$ cat config.mk
export PLATFORM = sky130hd
export DESIGN_NAME = keypad_differential_motor_command_unit
export DESIGN_NICKNAME = d
export VERILOG_FILES = /design/src/hw/rtl/kdmc_pkg.sv /design/src/hw/rtl/keypad_differential_motor_command_unit.sv /design/src/hw/rtl/kdmc_key_decode.sv /design/src/hw/rtl/kdmc_channel_map.sv
export SDC_FILE = /design/constraint.sdc
export NUM_CORES = 1
export LEC_CHECK = 0
export BUFFER_PORTS_ARGS = -buffer_cell sky130_fd_sc_hd__buf_4
export CORE_ASPECT_RATIO = 2
export CORE_MARGIN = 2
export CORE_UTILIZATION = 60
export DETAILED_ROUTE_END_ITERATION = 16
export HOLD_SLACK_MARGIN = 0.05
export PLACE_DENSITY = 0.81
export SETUP_SLACK_MARGIN = 0.5
export SLEW_MARGIN = 0
export SYNTH_ARGS = -nofsm -noshare
export SYNTH_HDL_FRONTEND = slang
export SYNTH_SLANG_ARGS = --single-unit
$ cat constraint.sdc
create_clock -name clk -period 17.9 [get_ports clk]
set_clock_uncertainty 0.1 [all_clocks]
set_input_delay 2.685 -clock clk [delete_from_list [all_inputs] [get_ports clk]]
set_output_delay 2.685 -clock clk [all_outputs]
set_load 0.02 [all_outputs]
$ cat src/hw/rtl/kdmc_pkg.sv
// kdmc_pkg: types, key codes and constants shared by the keypad motor command unit
// no dependencies; imported by every module of the block
`timescale 1ns / 1ps
`default_nettype none

package kdmc_pkg;

  // configuration register indexes
  localparam int unsigned CFG_IDX_W = 2;
  localparam logic [CFG_IDX_W-1:0] REG_TURN_BOOST    = 2'd0;
  localparam logic [CFG_IDX_W-1:0] REG_OBSTACLE_DUTY = 2'd1;
  localparam logic [CFG_IDX_W-1:0] REG_BRAKE_STEP    = 2'd2;

  localparam logic [6:0] TURN_BOOST_RST    = 7'd25;
  localparam logic [6:0] OBSTACLE_DUTY_RST = 7'd30;
  localparam logic [6:0] BRAKE_STEP_RST    = 7'd10;

  // keypad directions
  localparam logic [3:0] DIR_BACK_LEFT  = 4'd1;
  localparam logic [3:0] DIR_BACK       = 4'd2;
  localparam logic [3:0] DIR_BACK_RIGHT = 4'd3;
  localparam logic [3:0] DIR_LEFT       = 4'd4;
  localparam logic [3:0] DIR_STOP       = 4'd5;
  localparam logic [3:0] DIR_RIGHT      = 4'd6;
  localparam logic [3:0] DIR_FWD_LEFT   = 4'd7;
  localparam logic [3:0] DIR_FWD        = 4'd8;
  localparam logic [3:0] DIR_FWD_RIGHT  = 4'd9;

  // ascii key codes
  localparam logic [7:0] KEY_ONE   = 8'h31;
  localparam logic [7:0] KEY_THREE = 8'h33;
  localparam logic [7:0] KEY_NINE  = 8'h39;
  localparam logic [7:0] KEY_BRAKE = 8'h42;
  localparam logic [7:0] KEY_A     = 8'h61;
  localparam logic [7:0] KEY_S     = 8'h73;
  localparam logic [7:0] KEY_D     = 8'h64;
  localparam logic [7:0] KEY_F     = 8'h66;
  localparam logic [7:0] KEY_G     = 8'h67;
  localparam logic [7:0] KEY_H     = 8'h68;
  localparam logic [7:0] KEY_J     = 8'h6a;
  localparam logic [7:0] KEY_K     = 8'h6b;
  localparam logic [7:0] KEY_L     = 8'h6c;
  localparam logic [7:0] KEY_SEMI  = 8'h3b;

  localparam logic [6:0] DUTY_MAX     = 7'd100;
  localparam logic [7:0] BOOST_CAP    = 8'd200;
  localparam logic [7:0] INNER_OFFSET = 8'd5;
  // x/3 == (x*171)>>9 for every x below 256
  localparam logic [15:0] DIV3_MUL    = 16'd171;
  localparam int unsigned DIV3_SHIFT  = 9;

  typedef struct packed {
    logic [3:0] dir;
    logic [6:0] duty;
    logic [6:0] base;
  } kdmc_state_t;

  typedef struct packed {
    logic       run;
    logic       fwd;
    logic [7:0] duty;
  } kdmc_chan_t;

  typedef struct packed {
    logic       hit;
    logic [6:0] level;
  } kdmc_base_t;

  localparam kdmc_state_t STATE_RST = '{dir: DIR_STOP, duty: 7'd0, base: 7'd0};

  // letter row sets the base duty in steps of ten
  function automatic kdmc_base_t base_lookup(input logic [7:0] key);
    kdmc_base_t r;
    r.hit   = 1'b1;
    r.level = 7'd0;
    case (key)
      KEY_A:    r.level = 7'd10;
      KEY_S:    r.level = 7'd20;
      KEY_D:    r.level = 7'd30;
      KEY_F:    r.level = 7'd40;
      KEY_G:    r.level = 7'd50;
      KEY_H:    r.level = 7'd60;
      KEY_J:    r.level = 7'd70;
      KEY_K:    r.level = 7'd80;
      KEY_L:    r.level = 7'd90;
      KEY_SEMI: r.level = DUTY_MAX;
      default:  r.hit   = 1'b0;
    endcase
    return r;
  endfunction

endpackage

`default_nettype wire

$ cat src/hw/rtl/keypad_differential_motor_command_unit.sv
// Keypad differential motor command unit. Each accepted item (a key code with
// unlock and obstacle flags) updates the stored direction, running duty and
// base duty and yields one result with both wheel channels and the new state.
// One item per clock is sustained while out_stall is low; each item passes
// the input register, then the result register. While the result register
// is stalled one more item is taken into the input register, after which
// in_stall rises. Configuration writes are always ready and take effect at
// once; write them only while no item is in flight. Out-of-range indexes
// are ignored.
// depends on kdmc_pkg, kdmc_key_decode, kdmc_channel_map
`timescale 1ns / 1ps
`default_nettype none

module keypad_differential_motor_command_unit (
  input  wire logic                               clk,
  input  wire logic                               rst_n,
  input  wire logic                               in_valid,
  output logic                                    in_stall,
  input  wire logic [7:0]                         in_key,
  input  wire logic                               in_unlocked,
  input  wire logic                               in_obstacle,
  output logic                                    out_valid,
  input  wire logic                               out_stall,
  output logic                                    out_left_run,
  output logic                                    out_left_forward,
  output logic [7:0]                              out_left_duty,
  output logic                                    out_right_run,
  output logic                                    out_right_forward,
  output logic [7:0]                              out_right_duty,
  output logic                                    out_override_active,
  output logic [3:0]                              out_direction_now,
  output logic [6:0]                              out_duty_now,
  output logic [6:0]                              out_base_now,
  input  wire logic                               cfg_valid,
  output logic                                    cfg_ready,
  input  wire logic [kdmc_pkg::CFG_IDX_W-1:0]     cfg_index,
  input  wire logic [6:0]                         cfg_data
);
  import kdmc_pkg::*;

  logic [6:0]  tb_r;
  logic [6:0]  obs_duty_r;
  logic [6:0]  brake_step_r;

  kdmc_state_t state_r;
  kdmc_state_t state_nxt;

  logic        in_valid_r;
  logic [7:0]  key_r;
  logic        unl_r;
  logic        obs_r;

  logic        out_valid_r;
  kdmc_chan_t  left_r;
  kdmc_chan_t  right_r;
  logic        ovr_r;
  kdmc_state_t snap_r;

  logic        map_en;
  logic        ovr;
  kdmc_chan_t  chan_left;
  kdmc_chan_t  chan_right;
  logic        advance;
  logic        in_take;

  assign advance   = in_valid_r && (!out_valid_r || !out_stall);
  assign in_stall  = in_valid_r && out_valid_r && out_stall;
  assign in_take   = in_valid && !in_stall;
  assign cfg_ready = 1'b1;

  kdmc_key_decode u_decode (
    .key           (key_r),
    .unlocked      (unl_r),
    .obstacle      (obs_r),
    .obstacle_duty (obs_duty_r),
    .brake_step    (brake_step_r),
    .state         (state_r),
    .state_nxt     (state_nxt),
    .map_en        (map_en),
    .ovr           (ovr)
  );

  kdmc_channel_map u_map (
    .state      (state_nxt),
    .map_en     (map_en),
    .turn_boost (tb_r),
    .chan_left  (chan_left),
    .chan_right (chan_right)
  );

  always_ff @(posedge clk) begin
    if (!rst_n) begin
      tb_r         <= TURN_BOOST_RST;
      obs_duty_r   <= OBSTACLE_DUTY_RST;
      brake_step_r <= BRAKE_STEP_RST;
    end else begin
      if (cfg_valid && cfg_ready) begin
        case (cfg_index)
          REG_TURN_BOOST:    tb_r         <= cfg_data;
          REG_OBSTACLE_DUTY: obs_duty_r   <= cfg_data;
          REG_BRAKE_STEP:    brake_step_r <= cfg_data;
          default: begin
          end
        endcase
      end
    end
  end

  always_ff @(posedge clk) begin
    if (!rst_n) begin
      in_valid_r  <= 1'b0;
      out_valid_r <= 1'b0;
      state_r     <= STATE_RST;
    end else begin
      if (in_take) begin
        in_valid_r <= 1'b1;
      end else if (advance) begin
        in_valid_r <= 1'b0;
      end
      if (advance) begin
        out_valid_r <= 1'b1;
        state_r     <= state_nxt;
      end else if (!out_stall) begin
        out_valid_r <= 1'b0;
      end
    end
  end

  // payload registers
  always_ff @(posedge clk) begin
    if (in_take) begin
      key_r <= in_key;
      unl_r <= in_unlocked;
      obs_r <= in_obstacle;
    end
    if (advance) begin
      left_r  <= chan_left;
      right_r <= chan_right;
      ovr_r   <= ovr;
      snap_r  <= state_nxt;
    end
  end

  assign out_valid           = out_valid_r;
  assign out_left_run        = left_r.run;
  assign out_left_forward    = left_r.fwd;
  assign out_left_duty       = left_r.duty;
  assign out_right_run       = right_r.run;
  assign out_right_forward   = right_r.fwd;
  assign out_right_duty      = right_r.duty;
  assign out_override_active = ovr_r;
  assign out_direction_now   = snap_r.dir;
  assign out_duty_now        = snap_r.duty;
  assign out_base_now        = snap_r.base;

endmodule

`default_nettype wire

$ cat src/hw/rtl/kdmc_key_decode.sv
// kdmc_key_decode: next state from the key, the override flags and the current state
// depends on kdmc_pkg
`timescale 1ns / 1ps
`default_nettype none

module kdmc_key_decode (
  input  wire logic [7:0]          key,
  input  wire logic                unlocked,
  input  wire logic                obstacle,
  input  wire logic [6:0]          obstacle_duty,
  input  wire logic [6:0]          brake_step,
  input  wire kdmc_pkg::kdmc_state_t state,
  output kdmc_pkg::kdmc_state_t    state_nxt,
  output logic                     map_en,
  output logic                     ovr
);
  import kdmc_pkg::*;

  logic       is_digit;
  logic       is_obs_digit;
  kdmc_base_t base_hit;

  always_comb begin
    is_digit     = (key >= KEY_ONE) && (key <= KEY_NINE);
    is_obs_digit = (key >= KEY_ONE) && (key <= KEY_THREE);
    base_hit     = base_lookup(key);
    ovr          = unlocked & obstacle;
    state_nxt    = state;

    if (is_digit) begin
      state_nxt.dir  = key[3:0];
      state_nxt.duty = state.base;
    end else if (base_hit.hit) begin
      state_nxt.base = base_hit.level;
    end else if (key == KEY_BRAKE) begin
      state_nxt.duty = (state.duty >= brake_step) ? state.duty - brake_step : 7'd0;
    end

    // with unlocked and obstacle both set, reverse moves take the obstacle duty, everything else stops
    if (ovr && is_obs_digit) begin
      state_nxt.dir  = key[3:0];
      state_nxt.duty = obstacle_duty;
    end
    map_en = !ovr || is_obs_digit;
  end

endmodule

`default_nettype wire

$ cat src/hw/rtl/kdmc_channel_map.sv
// kdmc_channel_map: maps direction and duty onto the two wheel channels
// depends on kdmc_pkg
`timescale 1ns / 1ps
`default_nettype none

module kdmc_channel_map (
  input  wire kdmc_pkg::kdmc_state_t state,
  input  wire logic             map_en,
  input  wire logic [6:0]       turn_boost,
  output kdmc_pkg::kdmc_chan_t  chan_left,
  output kdmc_pkg::kdmc_chan_t  chan_right
);
  import kdmc_pkg::*;

  logic [7:0]  d8;
  logic [7:0]  t_sum;
  logic [7:0]  t_sat;
  logic [15:0] prod;
  logic [7:0]  inner;

  always_comb begin
    d8    = {1'b0, state.duty};
    t_sum = d8 + {1'b0, turn_boost};
    t_sat = (t_sum > BOOST_CAP) ? BOOST_CAP : t_sum;
    prod  = {8'd0, t_sat} * DIV3_MUL;
    inner = {1'b0, prod[DIV3_SHIFT+6:DIV3_SHIFT]} + INNER_OFFSET;

    chan_left  = '0;
    chan_right = '0;
    if (map_en && state.duty != 7'd0) begin
      case (state.dir)
        DIR_FWD: begin
          chan_left  = '{run: 1'b1, fwd: 1'b1, duty: d8};
          chan_right = '{run: 1'b1, fwd: 1'b1, duty: d8};
        end
        DIR_BACK: begin
          chan_left  = '{run: 1'b1, fwd: 1'b0, duty: d8};
          chan_right = '{run: 1'b1, fwd: 1'b0, duty: d8};
        end
        DIR_LEFT: begin
          chan_left  = '{run: 1'b1, fwd: 1'b0, duty: d8};
          chan_right = '{run: 1'b1, fwd: 1'b1, duty: d8};
        end
        DIR_RIGHT: begin
          chan_left  = '{run: 1'b1, fwd: 1'b1, duty: d8};
          chan_right = '{run: 1'b1, fwd: 1'b0, duty: d8};
        end
        DIR_BACK_LEFT: begin
          chan_right = '{run: 1'b1, fwd: 1'b0, duty: d8};
        end
        DIR_BACK_RIGHT: begin
          chan_left  = '{run: 1'b1, fwd: 1'b0, duty: d8};
        end
        // diagonal forward turns: outer wheel boosted, inner at a third plus offset
        DIR_FWD_LEFT: begin
          chan_left  = '{run: 1'b1, fwd: 1'b1, duty: inner};
          chan_right = '{run: 1'b1, fwd: 1'b1, duty: t_sat};
        end
        DIR_FWD_RIGHT: begin
          chan_left  = '{run: 1'b1, fwd: 1'b1, duty: t_sat};
          chan_right = '{run: 1'b1, fwd: 1'b1, duty: inner};
        end
        default: begin
          chan_left  = '0;
          chan_right = '0;
        end
      endcase
    end
  end

endmodule

`default_nettype wire

# ---- Word level (Yosys, flattened, before mapping)
# Index checks and enable logic that the tools add are counted.
dict set report classes {
  mul 1
  addsub 3
  n_reduce_logical 25
  muxes 17
  n_bitwise 1
  n_lt_le_gt_ge 5
  eq_ne 22
}
# op count
set ops {}
lappend ops {{$eq A8 B7 Y1 const B} 10}
lappend ops {{$pmux W10 S4} 2}
lappend ops {{$pmux W7 S10} 1}
lappend ops {{$mux W7} 6}
lappend ops {{$le A8 B6 Y1 const B} 2}
lappend ops {{$mul A8 B8 Y16 const B} 1}
lappend ops {{$eq A4 B3 Y1 const B} 3}
lappend ops {{$mux W11} 1}
lappend ops {{$reduce_or A10 Y1} 1}
lappend ops {{$add A7 B3 Y8 const B} 1}
lappend ops {{$add A7 B7 Y8} 1}
lappend ops {{$eq A4 B2 Y1 const B} 2}
lappend ops {{$eq A4 B4 Y1 const B} 2}
lappend ops {{$eq A8 B6 Y1 const B} 1}
lappend ops {{$ge A8 B6 Y1 const B} 1}
lappend ops {{$gt A8 B8 Y1 const B} 1}
lappend ops {{$logic_and A1 B1 Y1} 8}
lappend ops {{$mux W8} 1}
lappend ops {{$ge A7 B7 Y1} 1}
lappend ops {{$reduce_bool A7 Y1} 1}
lappend ops {{$sub A7 B7 Y7} 1}
lappend ops {{$reduce_and A2 Y1} 3}
lappend ops {{$reduce_or A3 Y1} 2}
lappend ops {{$mux W1} 5}
lappend ops {{other kinds (11)} 16}
dict set report totals {
  ff_bits 90
}

# ---- Depth between registers and ports, before layout
# Gate-level depths: netlist (run 1).
dict set report depth {
  depth_word 12
  ltp_mapped 38
  mapped_depth_nobuf 38
}

# ---- By module
# From an unflattened synthesis (run 1), not the netlist that was laid out.
dict set report unflattened {
  hier_cells 640
  hier_area_um2 6353.6
}
# mod instances cells_each area_each_um2 seq_area_each_um2
set modules_own_cells {}
lappend modules_own_cells {keypad_differential_motor_command_unit 1 221 3163.0 2292.2}
lappend modules_own_cells {kdmc_channel_map 1 278 2197.1 0.0}
lappend modules_own_cells {kdmc_key_decode 1 141 993.5 0.0}

# ---- Worst setup path after synthesis (run 1)
# No wires, ideal clock.
dict set report synth_path {
  path_type {reg2reg}
  startpoint {register brake_step_r[1]}
  endpoint {register left_r (netlist bit out_left_duty[6]), data pin}
  stages_incl_launch_ff 36
  setup_slack_ns 8.595
  required_ns 17.536
  arrival_time_ns 8.941
  period_less_slack_ns 9.305
  path_cell_list {dfxtp_1 -> inv_1 -> ha_1 -> nor2b_1 -> o2111a_1 -> o31ai_1 -> o31a_1 -> a21oi_1 -> ha_1 -> fa_1 -> a211o_4 -> a31oi_2 -> mux2_2 -> o22ai_1 -> o21ai_0 -> ha_1 -> inv_1 -> fa_1 -> fa_1 -> inv_1 -> fa_1 -> ha_1 -> a21oi_1 -> o221ai_1 -> a21oi_1 -> xnor2_1 -> ha_1 -> or3_1 -> nor4_1 -> o221ai_1 -> o211ai_1 -> a2111oi_4 -> nor4bb_1 -> or3_1 -> o2111ai_1 -> nand3_1}
}
# element line_no
set synth_rtl {}
lappend synth_rtl {{start: declaration} keypad_differential_motor_command_unit.sv:43} ;# logic [6:0] brake_step_r;
lappend synth_rtl {{start signal: assignment} keypad_differential_motor_command_unit.sv:101} ;# REG_BRAKE_STEP: brake_step_r <= cfg_data;
lappend synth_rtl {{end signal: assignment} keypad_differential_motor_command_unit.sv:137} ;# left_r <= chan_left;
lappend synth_rtl {{end: declaration} keypad_differential_motor_command_unit.sv:54} ;# kdmc_chan_t left_r;

==> results of run 1 <==
## per-layer routing
layer	up-vias	track usage (%)
li1	2631	-
met1	2719	30.9
met2	247	63.6
met3	80	3.81
met4	0	22.7
met5	-	0
## per-stage QoR
stage / util [%] / worst slack (ns)
6_report: 70.2 / 7.20
4_1_cts: 70.2 / 7.32
2_1_floorplan: - / 8.60
3_5_place_dp: 67.5 / 7.29
3_3_place_gp: 67.5 / 7.57
5_1_grt: 70.2 / 6.53
## synthesized netlist by cell type, types with 6 or more instances
master and count:
a211oi_1 10, a21oi_1 34, a222oi_1 9, a22oi_1 7, a31oi_1 6, and2_1 8, and3_1 9, clkbuf_1 19
dfxtp_1 41, edfxtp_1 49, fa_1 14, ha_1 56, inv_1 60, mux2i_1 23, nand2_1 64, nand3_1 12
nor2_1 62, nor2b_1 12, nor3_1 16, nor4_1 8, o21ai_0 18, o22ai_1 6, o31ai_1 6, or3_1 8
xor2_1 8
## kinds of logic (layout without fill, tap and decap cells)
group,after synthesis,in the layout,synth area share [%]
simple gates,242,242,19.4
mux,25,25,3.95
buf+inv,90,151,5.32
flops,90,90,35.4
fa+ha+maj,70,70,15.2
other cells,1,1,0.0580
xor+xnor,13,13,1.76
compound gates,154,154,18.9
## final timing paths
path,startpoint,to,slack (ns),cells after the start
setup / recovery,key_r[0],out_left_duty[6],7.20,32
hold / removal,state_r[7],state_r[7],0.38,2
setup reg to reg,key_r[0],out_left_duty[6],7.20,32
hold reg to reg,state_r[7],state_r[7],0.38,2
## flip-flops by register name (all words and copies together) (netlist names), 4 cells and up
signal / cells
state_r: 18
out_left_duty: 8
key_r: 8
obs_duty_r: 7
out_direction_now: 4
out_duty_now: 7
tb_r: 7
brake_step_r: 7
out_base_now: 7
out_right_duty: 8
## area by class of cell
class,count,share of cell area [%]
clock buffers,9,3.06
repair buffers,70,7.14
well taps,137,2.33
flip-flops and latches,90,31.2
multi-input cells,505,52.2
inverters,65,3.32
clock inverters,7,0.850
## tightest hold or removal path, cell delays in order (launching register included)
cell     delay, ns
dfxtp_1       0.33
nand2_1       0.06
a21oi_1       0.05
## power by group through the flow
stage	clock (mW)	sequential, mW	combinational (mW)
after global routing	0.192	0.235	0.451
after detailed placement	0	0.239	0.407
final	0.183	0.235	0.417
after CTS	0.184	0.234	0.410
after global placement	0	0.238	0.396
after floorplan	0	0.240	0.296
==> results.ini, run 1 <==
[status]
status=complete, no violations

[placement]
dpl-instance-area_sq_um=7070
routabilityCongestion=0.942
dp_hpwl_mm=14.5
place_inst=867
io_buffers=64

[synth]
synth_seq_cells=90
syn-cell-area_sq_um=6470
synth_cell_types=84
synth_largest_area_cell=edfxtp_1
ys_warn_count=0
synth_edf_count=49
seq_area_frac_synth_pct=35.4
ys.flop_type=edfxtp_1
avgSynthCellArea_sq_um=9.44
synthesis.nets=779
post-synth-top-area-fraction_pct=22.8
ys_async_sr_fraction_pct=0
yosys-top-cells-area=edfxtp_1, dfxtp_1, ha_1
netlist_instances=685

[cts]
cts_hold_buffers=0
cts_setup_buffers=0
clock_sink_count=90
clkTransAtPathRegs_ns=0.07
insertion_delay_ns=0.35
clockBufferDepth=2
htreeDepth=3
cts_tree=yes
cts_buffers=9
clock-root-buffer=clkbuf_16
post_cts_resized=0

[worst_hold_path]
hold_class=reg -> reg

[drt]
drtPass1Iterations=5
wire_per_inst_um=21.0
drtIter0Drc=338
topRoutingLayerUsed=met4
wl_met1_mm=6.00
antenna_left=0
wl_met3_um=774
num_vias=5677
drcViolationCount=0
met2WireLength_mm=10.4
avgViaCountPerCell=6.43
wl_mm=18.6

[sta]
fin_tns_setup_ns=0
hold_ws_ns=0.382
period_share_pct=59.8
fin_crit_ns=10.70
setup_viol=0
max_freq_mhz=93.4
relSlewSlack_pct=22.5
final_max_slew_viol_count=0
finalHoldViolCount=0
tightest_slew_ns=1.16
grt_setup_unrepaired=no

[critical_path]
critical_path.slowest_cell=edfxtp_1
worst-path-max-fanout=17
path_common_cell=ha_1
required_ns=17.90
startpoint_type=flip-flop
crit_family=compound AO/OA/AOI/OAI gates
arrival_ns=10.70
cp_slowest_stage_delay_ns=0.67
crit_buf_inv=2
path_class=reg -> reg
end_kind=flip-flop

[power]
p_clk_share_pct=22.0
p_int_mw=0.483
p_sw_mw=0.352
power_leakage_nw=3.17
ir_worst_vdd_mv=0.241
p_per_area_nw_per_um2=113
total_power_mw=0.835
swShare_pct=42.2
pwr-share-comb_pct=49.9
seqPwrFrac_pct=28.1

[final_layout]
finalNonFillerCells=883
nNetsFinal=835
fill_cells=839
seq_area_sq_um=2290
final_cell_area_sq_um=7360
final_cell_mix=buf_4, nand2_1, nor2_1
final_common_cell=buf_4
drive_above_1_share_pct=16.8
multi_input_comb_area_sq_um=3840
syn2layout_area_growth_pct=13.8
diodes=0

[die]
ios=66
die-height_um=151
core_area_sq_um=10500
start_util_pct=61.7
fp.dieArea_sq_um=11700
die_w_um=77.4
num_rows=53

[grt]
first_global_vias=5691
grt_max_degree=59
antenna_found_initial=0
gr-usage-all-layers_pct=32.6
grt_pass1_wl_mm=29.1
grt.overflow.total=0

[flow_run]
drv_cap=0

Note: power is estimated with default switching activity, not from simulation.
==> run 2: changes to the inputs <==
==> constraint.sdc (replaced) <==
create_clock -name clk -period 10.3 [get_ports clk]
set_clock_uncertainty 0.1 [all_clocks]
set_input_delay 1.545 -clock clk [delete_from_list [all_inputs] [get_ports clk]]
set_output_delay 1.545 -clock clk [all_outputs]
set_load 0.02 [all_outputs]
==> run 2 against run 1 <==
Against the previous run: flip-flop and latch count unchanged; final cell count grew 2.8%; critical path depth up 3; fmax rose by 12%; largest cell class unchanged.
==> results.ini, run 2 (synthesis results as in run 1) <==
[drt]
avgViaCountPerCell=6.38
wire_per_inst_um=20.6
num_vias=5789
drtIter0Drc=454
drcViolationCount=0
antenna_left=0
wl_mm=18.7
drtPass1Iterations=6

[power]
p_int_mw=0.925
p_clk_share_pct=21.8
p_per_area_nw_per_um2=205
power_leakage_nw=3.32
p_sw_mw=0.645
seqPwrFrac_pct=25.7
pwr-share-comb_pct=52.5
ir_worst_vdd_mv=0.495
swShare_pct=41.1

[critical_path]
crit_family=simple AND/OR/NAND/NOR gates
worst-path-max-fanout=7
arrival_ns=9.51
end_kind=flip-flop
startpoint_type=flip-flop
required_ns=10.29
reg2reg_depth=35
critical_path_cell_count=35
critical_path.slowest_cell=edfxtp_1
cp_slowest_stage_delay_ns=0.53
crit_buf_inv=5
path_class=reg -> reg

[worst_hold_path]
hold_class=reg -> reg
whs_path_depth=2

[die]
core_area_sq_um=10500
fp.dieArea_sq_um=11700
die-height_um=151
start_util_pct=61.7
die_w_um=77.4
ios=66
num_rows=53

[sta]
period_share_pct=92.4
fin_tns_setup_ns=0
fin_crit_ns=9.52
final_max_slew_viol_count=0
setup_viol=0
setup_slack_ns=0.779
finalHoldViolCount=0
grt_setup_unrepaired=no
max_freq_mhz=105
tightest_slew_ns=1.24
relSlewSlack_pct=17.0

[cts]
cts_hold_buffers=0
clock-root-buffer=clkbuf_16
cts_buffers=9
insertion_delay_ns=0.35
clkTransAtPathRegs_ns=0.07
htreeDepth=3
clock_sink_count=90
clockBufferDepth=2
cts_tree=yes

[final_layout]
diodes=0
drive_above_1_share_pct=21.3
top_register=state_r
nNetsFinal=860
final_cell_mix=buf_4, nand2_1, nor2_1
largest_register_ffs=18
final_common_cell=buf_4
syn2layout_area_growth_pct=18.5
finalNonFillerCells=908
fill_cells=805

[status]
status=complete, no violations

[grt]
first_global_vias=5811
grt_pass1_wl_mm=28.8
antenna_found_initial=0
gr-usage-all-layers_pct=32.1
grt.overflow.total=0
grt_max_degree=59

[placement]
place_inst=879
dp_hpwl_mm=13.9
io_buffers=64
place_worst_setup_slack_ns=0.254
routabilityCongestion=0.996

[flow_run]
drv_cap=0

## run 2: cell count changes in the layout (fill, tap and decap cells not counted), sizes merged
| cell | delta |
|---|---|
| buf | +25 |
| bufinv | +1 |
| clkinv | -2 |
| clkinvlp | -1 |
| inv | +2 |
## run 2: final cells by class
type                       count  area, sq um  area share (%)
inverter                      65          244            3.18
timing repair buffer          95          713            9.30
tap                          137          171            2.24
clock inverter                 7         82.6            1.08
sequential                    90         2290            29.9
clock buffer                   9          225            2.94
multi-input combinational    505         3940            51.4
## run 2: path summary, 6_finish.rpt
kind | from | to | slack, ns
min | in_valid_r | out_valid | 0.39
max | key_r[7] | out_left_duty[6] | 0.78
min reg2reg | in_valid_r | out_valid | 0.39
max reg2reg | key_r[7] | out_left_duty[6] | 0.78
## run 2: timing repair
action / in CTS / in global routing
setup endpoints to repair: 3 / 7
pin swaps: 0 / 7
setup buffers: 0 / 13
gates resized for setup: 4 / 19
## run 2: tightest hold or removal path: stages, from the launching register on
cell	delay, ns
dfxtp_1	0.34
a21oi_1	0.05
nor2_1	0.07
## run 2: routing by layer
layer	share of wire [%]	track usage, %	vias to the layer above	wire length, um
met5	0	0	-	0
met4	7.6	22.0	0	1430
met3	5.2	4.89	99	966
met2	54	61.0	265	10100
met1	33	31.1	2744	6230
li1	-	-	2681	-
## run 2: metrics by stage
| step | total power, mW | instance area (sq um) | hold WS [ns] | utilization, % |
|---|---|---|---|---|
| floorplan | 0.933 | 6470 | 0.318 | - |
| global placement | 1.11 | 7150 | 0.362 | 68.3 |
| detailed placement | 1.14 | 7150 | 0.370 | 68.3 |
| CTS | 1.48 | 7480 | 0.386 | 71.4 |
| global route | 1.64 | 7670 | 0.426 | 73.2 |
| finish | 1.57 | 7670 | 0.388 | 73.2 |
## run 2: power by group through the flow
stage                     sequential [mW]  clock, mW  combinational (mW)
after global placement              0.412          0               0.700
after global routing                0.405      0.360               0.875
after CTS                           0.405      0.343               0.731
after detailed placement            0.412          0               0.724
final                               0.404      0.342               0.825
after floorplan                     0.418          0               0.515
==> run 3: changes to the inputs <==
--- a/config.mk
+++ b/config.mk
@@ -12,8 +12,10 @@
 export DETAILED_ROUTE_END_ITERATION = 16
 export HOLD_SLACK_MARGIN = 0.05
 export PLACE_DENSITY = 0.81
+export REMOVE_ABC_BUFFERS = 1
 export SETUP_SLACK_MARGIN = 0.5
 export SLEW_MARGIN = 0
 export SYNTH_ARGS = -nofsm -noshare
 export SYNTH_HDL_FRONTEND = slang
+export SYNTH_HIERARCHICAL = 1
 export SYNTH_SLANG_ARGS = --single-unit
==> run 3 against run 2 <==
Against the previous run: worst setup slack better by 0.50 ns; fmax is 5.6% higher; routed wire length is 16% lower.
==> results.ini, run 3 <==
[power]
total_power_mw=0.951
p_per_area_nw_per_um2=134
power_leakage_nw=2.96
ir_worst_vdd_mv=0.134

[die]
start_util_pct=61.0
ios=66
die-height_um=150
core_area_sq_um=10400
num_rows=53
fp.dieArea_sq_um=11500
die_w_um=76.8

[drt]
drtPass1Iterations=5
num_vias=5142
wl_mm=15.7
antenna_left=0
wire_per_inst_um=18.9
drcViolationCount=0
avgViaCountPerCell=6.23
drtIter0Drc=455

[sta]
period_share_pct=87.6
hold_ws_ns=0.361
fin_tns_setup_ns=0
setup_viol=0
tightest_slew_ns=0.837
fin_crit_ns=9.02
final_max_slew_viol_count=0
relSlewSlack_pct=43.6
finalHoldViolCount=0
grt_setup_unrepaired=no
max_freq_mhz=111

[synth]
netlist_instances=640
ys.flop_type=edfxtp_1
seq_area_frac_synth_pct=36.1
ys_warn_count=6
ys_async_sr_fraction_pct=0
post-synth-top-area-fraction_pct=23.2
synth_edf_count=49
yosysMostFrequentCell=nand2_1
synth_seq_cells=90
yosys-top-cells-area=edfxtp_1, dfxtp_1, ha_1
avgSynthCellArea_sq_um=9.93
syn-cell-area_sq_um=6350
synth_largest_area_cell=edfxtp_1
yosys-top-cells-count=nand2_1, ha_1, inv_1, edfxtp_1, dfxtp_1
synth_cell_types=78

[cts]
post_cts_resized=0
cts_buffers=9
htreeDepth=3
cts_hold_buffers=0
cts_tree=yes
clock_sink_count=90
clock-root-buffer=clkbuf_16
clkTransAtPathRegs_ns=0.07
insertion_delay_ns=0.34
clockBufferDepth=2
cts_setup_buffers=0

[worst_hold_path]
hold_class=reg -> reg

[critical_path]
startpoint_type=flip-flop
end_kind=flip-flop
arrival_ns=9.00
critical_path.slowest_cell=edfxtp_1
path_class=reg -> reg
cp_slowest_stage_delay_ns=0.58
worst-path-max-fanout=16
required_ns=10.28

[final_layout]
syn2layout_area_growth_pct=12.1
diodes=0
nNetsFinal=779
final_core_util_pct=68.4
final_cell_mix=nand2_1, buf_4, inv_1, ha_1, edfxtp_1
final_common_cell=nand2_1
drive_above_1_share_pct=16.7
top_register=state_r
largest_register_ffs=18

[grt]
grt.overflow.total=0
first_global_vias=5242
grt_max_degree=69
gr-usage-all-layers_pct=28.0
antenna_found_initial=0
grt_pass1_wl_mm=25.0

[placement]
io_buffers=64
routabilityCongestion=1.00
dp_hpwl_mm=12.1

[flow_run]
drv_cap=0

[status]
status=complete, no violations

[run 3: metal layers]
| layer | part of all wire (%) | vias up | track usage (%) |
|---|---|---|---|
| li1 | - | 2378 | - |
| met1 | 33 | 2445 | 26.7 |
| met2 | 55 | 232 | 52.6 |
| met3 | 4.0 | 87 | 4.46 |
| met4 | 7.6 | 0 | 20.9 |
| met5 | 0 | - | 0 |
[run 3: metrics by stage]
stage | setup slack [ns] | area, sq um | instances
5_1_grt | 0.818 | 7120 | 826
6_report | 1.28 | 7120 | 826
2_1_floorplan | 2.45 | 6160 | 607
4_1_cts | 1.48 | 7110 | 826
3_5_place_dp | 1.51 | 6830 | 810
3_3_place_gp | 1.84 | 6830 | 810
[run 3: worst max-delay path: cells and delay by family, from the launching register on]
family	cells	cell delay (ns)
adder cells (fa/ha/maj)	8	2.87
AO/OA/AOI/OAI	9	2.38
AND/OR/NAND/NOR	9	2.20
flip-flops	1	0.58
buffers and inverters	5	0.45
XOR/XNOR	1	0.17
[run 3: cell type report]
| type | instances | area [sq um] |
|---|---|---|
| clock buffers | 10 | 229 |
| repair buffers | 66 | 495 |
| flip-flops and latches | 90 | 2290 |
| multi-input cells | 459 | 3660 |
| fillers | 787 | 3290 |
| clock inverters | 6 | 50.0 |
| inverters | 58 | 218 |
| well taps | 137 | 171 |
[run 3: cells by family after synthesis]
kind of cell / after synthesis / synth area share, %
and+or+nand+nor: 192 / 15.6
DFF: 90 / 36.1
AOI/OAI and AO/OA: 126 / 15.4
muxes: 42 / 6.75
buffers and inverters: 91 / 6.48
other: 1 / 0.0590
xor gates and xnor gates: 27 / 3.96
adders and majority gates: 71 / 15.6
[run 3: path summary, 6_finish.rpt]
| path | startpoint | endpoint | slack (ns) | cells past startpoint |
|---|---|---|---|---|
| max reg2reg | key_r[0] | out_left_duty[6] | 1.28 | 32 |
| min | state_r[15] | state_r[15] | 0.36 | 2 |
| max | key_r[0] | out_left_duty[6] | 1.28 | 32 |
| min reg2reg | state_r[15] | state_r[15] | 0.36 | 2 |
[run 3: where the power goes]
part	switching, mW	internal, mW
combinational	0.147	0.0987
sequential	0.00980	0.390
clock	0.140	0.166
